**src/sv/sle_pkg.sv**
```systemverilog
// ----------------------------------------------------------------------------
// sle_pkg
// Shared types and constants for the serial line editor.
// ----------------------------------------------------------------------------
package sle_pkg;

  localparam int SLE_LINE_BUFFER_BYTES = 64;

  localparam logic [7:0] CODE_BS    = 8'h08;
  localparam logic [7:0] CODE_LF    = 8'h0A;
  localparam logic [7:0] CODE_CR    = 8'h0D;
  localparam logic [7:0] CODE_ESC   = 8'h1B;
  localparam logic [7:0] CODE_SPACE = 8'h20;
  localparam logic [7:0] CODE_DEL   = 8'h7F;

  localparam logic [3:0] CANCEL_LEN = 4'd15;
  localparam logic [7:0] CANCEL_TEXT [15] = '{
    8'h0D, 8'h0A, 8'h5B, 8'h43, 8'h61, 8'h6E, 8'h63, 8'h65,
    8'h6C, 8'h6C, 8'h65, 8'h64, 8'h5D, 8'h0D, 8'h0A
  };

  // Command kinds produced by the front end
  typedef enum logic [2:0] {
    CMD_NONE,
    CMD_EOL,
    CMD_ERASE,
    CMD_ESC,
    CMD_CHAR
  } cmd_kind_t;

  typedef struct packed {
    cmd_kind_t  kind;
    logic [7:0] data;
  } cmd_t;

  // Echo text selector
  typedef enum logic [1:0] {
    ECHO_CRLF,
    ECHO_ERASE,
    ECHO_CANCEL,
    ECHO_CHAR
  } echo_sel_t;

  typedef enum logic {
    ST_IDLE,
    ST_EMIT
  } back_state_t;

endpackage

```
**src/sv/sle_front.sv**
```systemverilog
// ----------------------------------------------------------------------------
// sle_front
// Accepts received bytes and classifies them into editor commands.
// ----------------------------------------------------------------------------
module sle_front import sle_pkg::*; (
  input  logic       in_tvalid,
  output logic       in_tready,
  input  logic [7:0] in_tdata,   // [7:0] rx_byte
  input  logic       q_full,
  output logic       q_push,
  output cmd_t       q_cmd
);

  cmd_kind_t kind;

  always_comb begin
    priority if (in_tdata == CODE_CR || in_tdata == CODE_LF) begin
      kind = CMD_EOL;
    end else if (in_tdata == CODE_BS || in_tdata == CODE_DEL) begin
      kind = CMD_ERASE;
    end else if (in_tdata == CODE_ESC) begin
      kind = CMD_ESC;
    end else if (in_tdata < CODE_SPACE) begin
      kind = CMD_NONE;             // other control codes dropped
    end else begin
      kind = CMD_CHAR;
    end
  end

  assign in_tready  = !q_full;
  assign q_push     = in_tvalid && !q_full && (kind != CMD_NONE);
  assign q_cmd.kind = kind;
  assign q_cmd.data = in_tdata;

endmodule

```
**src/sv/sle_queue.sv**
```systemverilog
// ----------------------------------------------------------------------------
// sle_queue
// Two-entry command queue between front end and back end.
// ----------------------------------------------------------------------------
module sle_queue import sle_pkg::*; (
  input  logic clk,
  input  logic rst_n,
  input  logic push,
  input  cmd_t push_cmd,
  output logic full,
  input  logic pop,
  output cmd_t pop_cmd,
  output logic empty
);

  cmd_t       entry_r [2];
  logic       wr_ptr_r, wr_ptr_nxt;
  logic       rd_ptr_r, rd_ptr_nxt;
  logic [1:0] cnt_r, cnt_nxt;

  assign full    = (cnt_r == 2'd2);
  assign empty   = (cnt_r == 2'd0);
  assign pop_cmd = entry_r[rd_ptr_r];

  always_comb begin
    wr_ptr_nxt = wr_ptr_r;
    rd_ptr_nxt = rd_ptr_r;
    cnt_nxt    = cnt_r;
    if (push) begin
      wr_ptr_nxt = !wr_ptr_r;
    end
    if (pop) begin
      rd_ptr_nxt = !rd_ptr_r;
    end
    if (push && !pop) begin
      cnt_nxt = cnt_r + 2'd1;
    end else if (pop && !push) begin
      cnt_nxt = cnt_r - 2'd1;
    end
  end

  always_ff @(posedge clk) begin
    if (!rst_n) begin
      wr_ptr_r <= 1'b0;
      rd_ptr_r <= 1'b0;
      cnt_r    <= 2'd0;
    end else begin
      wr_ptr_r <= wr_ptr_nxt;
      rd_ptr_r <= rd_ptr_nxt;
      cnt_r    <= cnt_nxt;
    end
  end

  always_ff @(posedge clk) begin
    if (push) begin
      entry_r[wr_ptr_r] <= push_cmd;
    end
  end

endmodule

```
**src/sv/sle_back.sv**
```systemverilog
// ----------------------------------------------------------------------------
// sle_back
// Executes commands: owns line store and fill index, emits result words.
// ----------------------------------------------------------------------------
module sle_back import sle_pkg::*; #(
  parameter int LINE_BUFFER_BYTES = SLE_LINE_BUFFER_BYTES
) (
  input  logic        clk,
  input  logic        rst_n,
  input  logic        q_empty,
  input  cmd_t        q_cmd,
  output logic        q_pop,
  output logic        out_tvalid,
  input  logic        out_tready,
  output logic [31:0] out_tdata,
  output logic        out_tlast
);

  localparam int IDX_W = $clog2(LINE_BUFFER_BYTES);
  localparam int K_W   = $clog2(LINE_BUFFER_BYTES > 16 ? LINE_BUFFER_BYTES : 16);
  localparam logic [IDX_W-1:0] FULL_FILL = IDX_W'(LINE_BUFFER_BYTES - 1);

  function automatic logic [3:0] echo_count(echo_sel_t sel);
    logic [3:0] n;
    unique case (sel)
      ECHO_CRLF:   n = 4'd2;
      ECHO_ERASE:  n = 4'd3;
      ECHO_CANCEL: n = CANCEL_LEN;
      ECHO_CHAR:   n = 4'd1;
    endcase
    return n;
  endfunction

  function automatic logic [7:0] echo_lookup(echo_sel_t sel, logic [3:0] idx,
                                             logic [7:0] ch);
    logic [7:0] b;
    unique case (sel)
      ECHO_CRLF:   b = idx[0] ? CODE_LF : CODE_CR;
      ECHO_ERASE:  b = (idx == 4'd1) ? CODE_SPACE : CODE_BS;
      ECHO_CANCEL: b = (idx < CANCEL_LEN) ? CANCEL_TEXT[idx] : 8'h00;
      ECHO_CHAR:   b = ch;
    endcase
    return b;
  endfunction

  logic [7:0] store [LINE_BUFFER_BYTES];

  back_state_t      state_r, state_nxt;
  logic [IDX_W-1:0] fill_r, fill_nxt;
  logic [K_W-1:0]   k_r, k_nxt;
  logic [K_W-1:0]   last_k_r, last_k_nxt;
  logic [IDX_W-1:0] nline_r, nline_nxt;
  echo_sel_t        sel_r, sel_nxt;
  logic             end_r, end_nxt;
  logic             cancel_r, cancel_nxt;
  logic [7:0]       ch_r, ch_nxt;

  // output register
  logic             ov_r, ov_nxt;
  logic             echo_v_r, echo_v_nxt;
  logic [7:0]       echo_b_r, echo_b_nxt;
  logic             line_v_r, line_v_nxt;
  logic             line_end_r, line_end_nxt;
  logic [5:0]       len_r, len_nxt;
  logic             canc_r, canc_nxt;
  logic             last_r, last_nxt;
  logic [7:0]       rd_q_r;

  logic adv, fin, mem_we, rd_en;

  always_comb begin
    state_nxt    = state_r;
    fill_nxt     = fill_r;
    k_nxt        = k_r;
    last_k_nxt   = last_k_r;
    nline_nxt    = nline_r;
    sel_nxt      = sel_r;
    end_nxt      = end_r;
    cancel_nxt   = cancel_r;
    ch_nxt       = ch_r;
    ov_nxt       = ov_r;
    echo_v_nxt   = echo_v_r;
    echo_b_nxt   = echo_b_r;
    line_v_nxt   = line_v_r;
    line_end_nxt = line_end_r;
    len_nxt      = len_r;
    canc_nxt     = canc_r;
    last_nxt     = last_r;
    q_pop        = 1'b0;
    mem_we       = 1'b0;
    rd_en        = 1'b0;
    adv          = !ov_r || out_tready;
    fin          = (k_r == last_k_r);

    if (ov_r && out_tready) begin
      ov_nxt = 1'b0;
    end

    unique case (state_r)
      ST_IDLE: begin
        if (!q_empty) begin
          q_pop      = 1'b1;
          ch_nxt     = q_cmd.data;
          end_nxt    = 1'b0;
          cancel_nxt = 1'b0;
          nline_nxt  = '0;
          k_nxt      = '0;
          unique case (q_cmd.kind)
            CMD_NONE: begin
            end
            CMD_EOL: begin
              sel_nxt    = ECHO_CRLF;
              end_nxt    = 1'b1;
              nline_nxt  = fill_r;
              fill_nxt   = '0;
              last_k_nxt = (fill_r > IDX_W'(1)) ? K_W'(fill_r) - K_W'(1) : K_W'(1);
              state_nxt  = ST_EMIT;
            end
            CMD_ERASE: begin
              if (fill_r != '0) begin
                fill_nxt   = fill_r - IDX_W'(1);
                sel_nxt    = ECHO_ERASE;
                last_k_nxt = K_W'(2);
                state_nxt  = ST_EMIT;
              end
            end
            CMD_ESC: begin
              sel_nxt    = ECHO_CANCEL;
              end_nxt    = 1'b1;
              cancel_nxt = 1'b1;
              fill_nxt   = '0;
              last_k_nxt = K_W'(CANCEL_LEN) - K_W'(1);
              state_nxt  = ST_EMIT;
            end
            CMD_CHAR: begin
              mem_we    = 1'b1;
              sel_nxt   = ECHO_CHAR;
              state_nxt = ST_EMIT;
              if (fill_r + IDX_W'(1) == FULL_FILL) begin
                // line reaches LINE_BUFFER_BYTES - 1 bytes: line completes without CR LF
                end_nxt    = 1'b1;
                nline_nxt  = FULL_FILL;
                fill_nxt   = '0;
                last_k_nxt = K_W'(fill_r);
              end else begin
                fill_nxt   = fill_r + IDX_W'(1);
                last_k_nxt = '0;
              end
            end
          endcase
        end
      end
      ST_EMIT: begin
        if (adv) begin
          rd_en        = 1'b1;
          ov_nxt       = 1'b1;
          echo_v_nxt   = k_r < K_W'(echo_count(sel_r));
          echo_b_nxt   = (k_r < K_W'(echo_count(sel_r))) ?
                         echo_lookup(sel_r, k_r[3:0], ch_r) : 8'h00;
          line_v_nxt   = k_r < K_W'(nline_r);
          line_end_nxt = fin && end_r;
          len_nxt      = (fin && end_r) ? 6'(nline_r) : 6'd0;
          canc_nxt     = fin && end_r && cancel_r;
          last_nxt     = fin;
          if (fin) begin
            state_nxt = ST_IDLE;
            k_nxt     = '0;
          end else begin
            k_nxt = k_r + K_W'(1);
          end
        end
      end
    endcase
  end

  always_ff @(posedge clk) begin
    if (!rst_n) begin
      state_r <= ST_IDLE;
      fill_r  <= '0;
      k_r     <= '0;
      ov_r    <= 1'b0;
    end else begin
      state_r <= state_nxt;
      fill_r  <= fill_nxt;
      k_r     <= k_nxt;
      ov_r    <= ov_nxt;
    end
  end

  always_ff @(posedge clk) begin
    last_k_r   <= last_k_nxt;
    nline_r    <= nline_nxt;
    sel_r      <= sel_nxt;
    end_r      <= end_nxt;
    cancel_r   <= cancel_nxt;
    ch_r       <= ch_nxt;
    echo_v_r   <= echo_v_nxt;
    echo_b_r   <= echo_b_nxt;
    line_v_r   <= line_v_nxt;
    line_end_r <= line_end_nxt;
    len_r      <= len_nxt;
    canc_r     <= canc_nxt;
    last_r     <= last_nxt;
  end

  // line store: one write port, one registered read port
  always_ff @(posedge clk) begin
    if (mem_we) begin
      store[fill_r] <= q_cmd.data;
    end
  end

  always_ff @(posedge clk) begin
    if (rd_en) begin
      rd_q_r <= store[k_r[IDX_W-1:0]];
    end
  end

  assign out_tvalid = ov_r;
  assign out_tlast  = last_r;
  assign out_tdata  = {6'd0, canc_r, len_r, line_end_r,
                       (line_v_r ? rd_q_r : 8'h00), line_v_r,
                       echo_b_r, echo_v_r};

endmodule

```
**src/sv/serial_line_editor.sv**
```systemverilog
// ----------------------------------------------------------------------------
// serial_line_editor
// Terminal line editor with echo: edits, completes and streams input lines.
// ----------------------------------------------------------------------------
// in_*  : one received byte per word; control codes other than BS, DEL, CR,
//         LF and ESC are taken and dropped.
// out_* : result words, each with one echo byte and one line byte side by
//         side; out_tlast marks the final word for an input byte, and the
//         end flag, length and cancel flag ride on it.
// Path: an accepted byte is written into the command queue, the back end
//   pops it when idle and enters its emit state, and each result word is
//   loaded into the output register there.
// Throughput: one result word per cycle while out_tready is high; the back
//   end pops the next command only after loading the final word of a
//   printable byte, erase, ESC or completion (CR LF beside the stored bytes).
// The two-entry queue keeps taking bytes while a line streams out;
//   in_tready drops only when the queue is full.
// Reset: fill index cleared, queue emptied, nothing pending; the line store
//   is not cleared, only written entries ever reach line_byte.
// Stall: with out_tready low the current word holds and the back end waits.
// ----------------------------------------------------------------------------
module serial_line_editor import sle_pkg::*; #(
  parameter int LINE_BUFFER_BYTES = SLE_LINE_BUFFER_BYTES
) (
  input  logic        clk,
  input  logic        rst_n,
  input  logic        in_tvalid,
  output logic        in_tready,
  input  logic [7:0]  in_tdata,    // [7:0] rx_byte
  output logic        out_tvalid,
  input  logic        out_tready,
  // [0] echo_valid, [8:1] echo_byte, [9] line_valid, [17:10] line_byte,
  // [18] line_end, [24:19] line_length, [25] cancelled, [31:26] zero
  output logic [31:0] out_tdata,
  output logic        out_tlast    // last
);

  logic q_full, q_push, q_pop, q_empty;
  cmd_t push_cmd, pop_cmd;

  sle_front u_front (
    .in_tvalid (in_tvalid),
    .in_tready (in_tready),
    .in_tdata  (in_tdata),
    .q_full    (q_full),
    .q_push    (q_push),
    .q_cmd     (push_cmd)
  );

  sle_queue u_queue (
    .clk      (clk),
    .rst_n    (rst_n),
    .push     (q_push),
    .push_cmd (push_cmd),
    .full     (q_full),
    .pop      (q_pop),
    .pop_cmd  (pop_cmd),
    .empty    (q_empty)
  );

  sle_back #(
    .LINE_BUFFER_BYTES (LINE_BUFFER_BYTES)
  ) u_back (
    .clk        (clk),
    .rst_n      (rst_n),
    .q_empty    (q_empty),
    .q_cmd      (pop_cmd),
    .q_pop      (q_pop),
    .out_tvalid (out_tvalid),
    .out_tready (out_tready),
    .out_tdata  (out_tdata),
    .out_tlast  (out_tlast)
  );

endmodule
```
**config.mk**
```make
export PLATFORM = sky130hd
export DESIGN_NAME = serial_line_editor
export DESIGN_NICKNAME = d
export VERILOG_FILES = /design/src/sv/sle_pkg.sv /design/src/sv/sle_front.sv /design/src/sv/sle_queue.sv /design/src/sv/sle_back.sv /design/src/sv/serial_line_editor.sv
export SDC_FILE = /design/constraint.sdc
export NUM_CORES = 1
export LEC_CHECK = 0
export BUFFER_PORTS_ARGS = -buffer_cell sky130_fd_sc_hd__buf_2
export CORE_UTILIZATION = 50
export DETAILED_ROUTE_END_ITERATION = 8
export PLACE_DENSITY = 0.76
export SKIP_LAST_GASP = 1
export SYNTH_ARGS = -nofsm -noshare
export SYNTH_HDL_FRONTEND = slang
export SYNTH_SLANG_ARGS = --single-unit
```
**constraint.sdc**
```tcl
create_clock -name clk -period 2.9 [get_ports clk]
set_input_delay 0.435 -clock clk [delete_from_list [all_inputs] [get_ports clk]]
set_output_delay 0.435 -clock clk [all_outputs]
set_load 0.05 [all_outputs]
```
-- After elaboration in Yosys (flattened, before gate mapping)
Memory sizes are Yosys's and may differ from the RTL's. A register that Yosys moved wholly into a read port is not among the register bits.
Cells that the tools add are included.
Widths: inputs -> output; s select.
- register bits: 61
- RAM bits: 534
- input bits: 12
- bits in read-only memories: 128
- logic and storage cells: 142
- memories: 3
- memories (memory ; words ; width ; rd ports ; clocked after memory_dff ; write ports ; RTL line ; RTL):
    u_back.store ; 64 ; 8 ; 1 ; 1 ; 1 ; sle_back.sv:46 ; logic [7:0] store [LINE_BUFFER_BYTES];
    (no name shown) ; 16 ; 8 ; 1 ; 0 ; 0 ; sle_back.sv:40 ; ECHO_CANCEL: b = (idx < CANCEL_LEN) ? CANCEL_TEXT[idx] : 8'h00;
    u_queue.entry_r ; 2 ; 11 ; 1 ; 1 ; 1 ; sle_queue.sv:16 ; cmd_t entry_r [2];
- multiplexer cells: 56
- bitwise gates (word level): 3
- reductions and logical operators: 30
- $lt $le $gt $ge: 6
- equal/unequal tests: 19
- $add $sub $neg: 5
- operators with widths (operator ; count):
    $mux 6 ; 10
    $mux 8 ; 4
    $pmux 8 s4 ; 1
    $eq 8x4->1 const B ; 3
    $pmux 6 s2 ; 2
    $pmux 6 s4 ; 1
    $mux 1 ; 22
    $pmux 6 s3 ; 1
    $pmux 4 s4 ; 1
    $mux 3 ; 5
    $add 6x1->6 const B ; 2
    $eq 8x5->1 const B ; 1
    $eq 8x7->1 const B ; 1
    $lt 8x6->1 const B ; 1
    $mux 4 ; 2
    $pmux 2 s4 ; 1
    $reduce_and 4->1 ; 2
    $logic_and 1x1->1 ; 7
    $eq 2x2->1 const B ; 3
    $eq 3x2->1 const B ; 2
    $eq 6x6->1 ; 1
    $eq 6x6->1 const B ; 1
    $gt 6x1->1 const B ; 1
    $logic_not 1->1 ; 6
    other kinds (26) ; 38

-- Depth between registers and ports, before layout
- depth after elaboration: 11
- gate-level depth with buffers: 11

-- Cells and area by module
Synthesis repeated with hierarchy kept, for this count alone.
- cell total of the unflattened synthesis: 1307
- area, all modules: 24472.2 um^2
- by module, submodules not included (module ; cells an instance ; instances ; area an instance (um^2)):
    sle_back ; 1221 ; 1 ; 23257.3
    sle_queue ; 56 ; 1 ; 1008.5
    sle_front ; 30 ; 1 ; 206.4

-- Worst setup path before layout
No wires, ideal clock.
- path kind: reg2reg
- start point: register u_queue.cnt_r[0]
- end point: memory u_back.store[24][0] (enable)
- period minus slack after synthesis: 2745 ps
- path buffers: 0
- cell stages (with the launch flop): 7
- library setup time: 370 ps
- setup slack: 155 ps
- data arrival time: 2375 ps
- path through: dfxtp_1 -> nor2_1 -> nor2_1 -> inv_1 -> nor3_2 -> nand3_1 -> nor2_1
- cells in the longest elaborated chain, start to end: 5
- ends and longest elaborated chain (item ; RTL line ; RTL):
    start, declared ; sle_queue.sv:19 ; logic [1:0] cnt_r, cnt_nxt;
    start signal, assigned ; sle_queue.sv:50 ; cnt_r <= cnt_nxt;
    $logic_not 2->1 ; sle_queue.sv:22 ; assign empty = (cnt_r == 2'd0);
    $mux 1 ; sle_back.sv:101 ; if (!q_empty) begin
    $mux 1 ; sle_back.sv:99 ; unique case (state_r)
    $mux 1 ; sle_back.sv:208 ; if (mem_we) begin
    $mux 1 (implied by the code) ; sle_back.sv:209 ; store[fill_r] <= q_cmd.data;
    end, declared ; sle_back.sv:46 ;
No other way between the ends.

==> results.yml <==
timing:
  finalHoldViolations: 0
  tns_ns: 0
  rsz0062_at_grt: "no"
  min_period_over_period: 0.984
  max_freq_mhz: 350
  fin_skew_ns: 0.0251
  min_period_ns: 2.85
  setup_violations: 0
  relSlewSlack: 0.128
  drv_slew: 0
  worst_pin_slew_ns: 1.31
layout:
  fin_nets: 1483
  antennaDiodeCount: 0
  fillCellCount: 3388
  drive_above_1_share: 0.272
  syn_to_final_growth_pct: 14.1
  fin_cells: 2112
  final_common_cell: "edfxtp_1"
  layout_common_cells: "edfxtp_1, mux4_2, buf_4, nor2_1, clkbuf_16"
min_path:
  min_from: "in_tdata[7]"
  hold_path_end: "u_queue.entry_r[0][7]"
  hold_depth: 1
  min_path_type: "input port to flop"
power_and_ir_drop:
  p_per_area_nw_per_um2: 797
  p_leak_nw: 9.16
  peakVddDrop_mv: 0.512
floorplan:
  coreArea_um2: 48000
  die_w_um: 223
  die_h_um: 223
  rows: 80
  ios: 47
  dieArea_um2: 49900
  start_util: 0.510
setup_path:
  crit_required_ns: 3.21
  ff2ff_path_depth: 5
  worstSetupPathType: "flop to flop"
  r2r_slack_ns: 0.05
  start_kind: "flop"
  crit_path_max_fanout: 23
  r2r-start: "u_back.k_r[0]"
  cp-end-kind: "flop"
  cp_data_arrival_time_ns: 3.17
  r2r-end: "u_back.rd_q_r[2]"
global_routing:
  antenna_found_initial: 0
  grt_use_total: 0.225
  grt_max_degree: 66
  overflow: 0
  grt_pass1_vias: 13200
  grt_pass1_wl_um: 82200
drt:
  drt_iter0_drc: 1506
  wl_um: 55400
  drc_errors: 0
  vias_per_cell: 6.15
  routedWlPerCell_um: 26.2
  wl_met2_um: 27600
  wl_met1_um: 21300
  top_layer: "met4"
  drt_pre_antenna_iters: 5
  num_vias: 13000
  ant_nets: 0
  wl_met3_um: 4850
logic_synthesis:
  syn_inst: 1300
  ys_warn_count: 0
  synth_edf_count: 585
  ys_types: 63
  async_flop_share: 0
  syn_area_per_cell_um2: 18.9
  synth_seq_cells: 604
  ys.flop_type: "edfxtp_1"
  synth_area_um2: 24500
  ys_seq_area_frac: 0.732
placement:
  io_buffer_count: 40
  hpwlAfterDp_um: 34600
  placed_cells: 2008
  gp_congestion: 0.893
run_status:
  outcome: "finished clean"
clock_tree:
  tritoncts: "built"
  post_cts_buffers: 0
  hold_buffers: 0
  clock-sinks: 604
  cts.reportedPaths.clkPinSlew_ns: 0.06
  htree_levels: 2
  clk_latency_ns: 0.59
  clk_path_buf_depth: 3
  root_buffer: "clkbuf_16"
  cts_buffers: 56
  cts_resized: 0
job:
  cap_violations: 0
## worst max path at each step
stage | start | to | slack (ns) | cells past startpoint
after floorplan | u_queue.cnt_r[0] | u_back.store[24][0] | 0.15 | 6
after global placement | u_back.k_r[0] | u_back.rd_q_r[3] | 0.14 | 6
after detailed placement | u_back.k_r[0] | u_back.rd_q_r[3] | 0.10 | 6
after CTS | u_back.k_r[0] | u_back.rd_q_r[2] | 0.05 | 5
after global routing | u_back.k_r[0] | u_back.rd_q_r[2] | 0.01 | 5
final | u_back.k_r[0] | u_back.rd_q_r[2] | 0.05 | 5
## through the flow
step | cell area [um^2] | worst slack (ns) | hold WS (ns) | util | total power [mW]
4_1_cts | 28000 | 0.0488 | 0.0357 | 0.582 | 22.3
2_1_floorplan | 24500 | 0.155 | 0.458 | - | 13.8
5_1_grt | 28000 | 0.0131 | 0.0432 | 0.582 | 23.0
3_3_place_gp | 26100 | 0.139 | 0.479 | 0.544 | 15.1
6_report | 28000 | 0.0469 | 0.0501 | 0.582 | 22.3
3_5_place_dp | 26100 | 0.103 | 0.507 | 0.544 | 15.2
## area by class of cell
type / instances / area, um^2 / share of cell area
flip-flops and latches: 604 / 18000 / 0.642
repair buffers: 168 / 1290 / 0.0460
inverters: 18 / 67.6 / 0.00242
clock inverters: 35 / 324 / 0.0116
well taps: 615 / 769 / 0.0275
multi-input cells: 603 / 6060 / 0.217
clock buffers: 69 / 1490 / 0.0534
## Yosys cell counts (all sizes together), types with 2 or more instances
cell type	count	area (um^2)
a211oi	3	27.5
a21boi	6	45.1
a21o	12	90.1
a21oi	25	125
a221o	3	30.0
a22o	4	35.0
a22oi	12	90.1
a31oi	7	43.8
and2	18	113
and3	15	93.8
and3b	2	17.5
buf	54	357
clkbuf	26	97.6
dfxtp	19	380
edfxtp	585	17600
ha	20	250
inv	18	67.6
mux2	8	90.1
mux2i	26	260
mux4	142	3200
nand2	41	154
nand2b	11	68.8
nand3	28	140
nand4b	3	26.3
nor2	100	378
nor2b	13	81.3
nor3	11	60.1
o211ai	6	45.0
o21a	3	22.5
o21ai	26	130
o221ai	3	26.3
o22ai	5	31.3
o311ai	4	35.0
o31ai	4	30.0
o32ai	2	17.5
or3	7	43.8
xnor2	9	78.8
xor2	3	26.3
## sequential cells by signal, summed over array words and instances, names as in the netlist, 2 cells and up, named ones only
name,cells
u_queue.cnt_r,2
u_back.echo_b_r,8
u_queue.entry_r,22
u_back.rd_q_r,8
u_back.last_k_r,6
u_back.ch_r,8
u_back.nline_r,6
u_back.fill_r,6
u_back.sel_r,2
u_back.store,512
u_back.len_r,6
u_back.k_r,6
## cell families after synthesis
family	Yosys count	synth area share
xor gates and xnor gates	12	0.00429
muxes	176	0.145
AOI/OAI and AO/OA	133	0.0368
other	1	0.000153
and+or+nand+nor	256	0.0501
buffers and inverters	98	0.0213
DFF	604	0.732
adders and majority gates	20	0.0102
## worst max-delay path, stage by stage (launching register included)
cell and delay [ns]:
dfxtp_4 0.59, buf_12 0.27, mux4_2 0.56, mux4_2 0.55
a22oi_1 0.42, nand3_1 0.16
## where the power goes
part	switching [mW]	total (mW)	internal, mW
logic	2.62	4.05	1.43
clock network	3.06	7.24	4.17
registers	0.308	11.0	10.7
total	6.00	22.3	16.3
## metal layers
metal,track usage,up-vias
li1,-,5534
met3,0.0381,114
met1,0.302,6625
met5,0,-
met4,0.0764,0
met2,0.376,719
(Power assumes the default switching activity.)
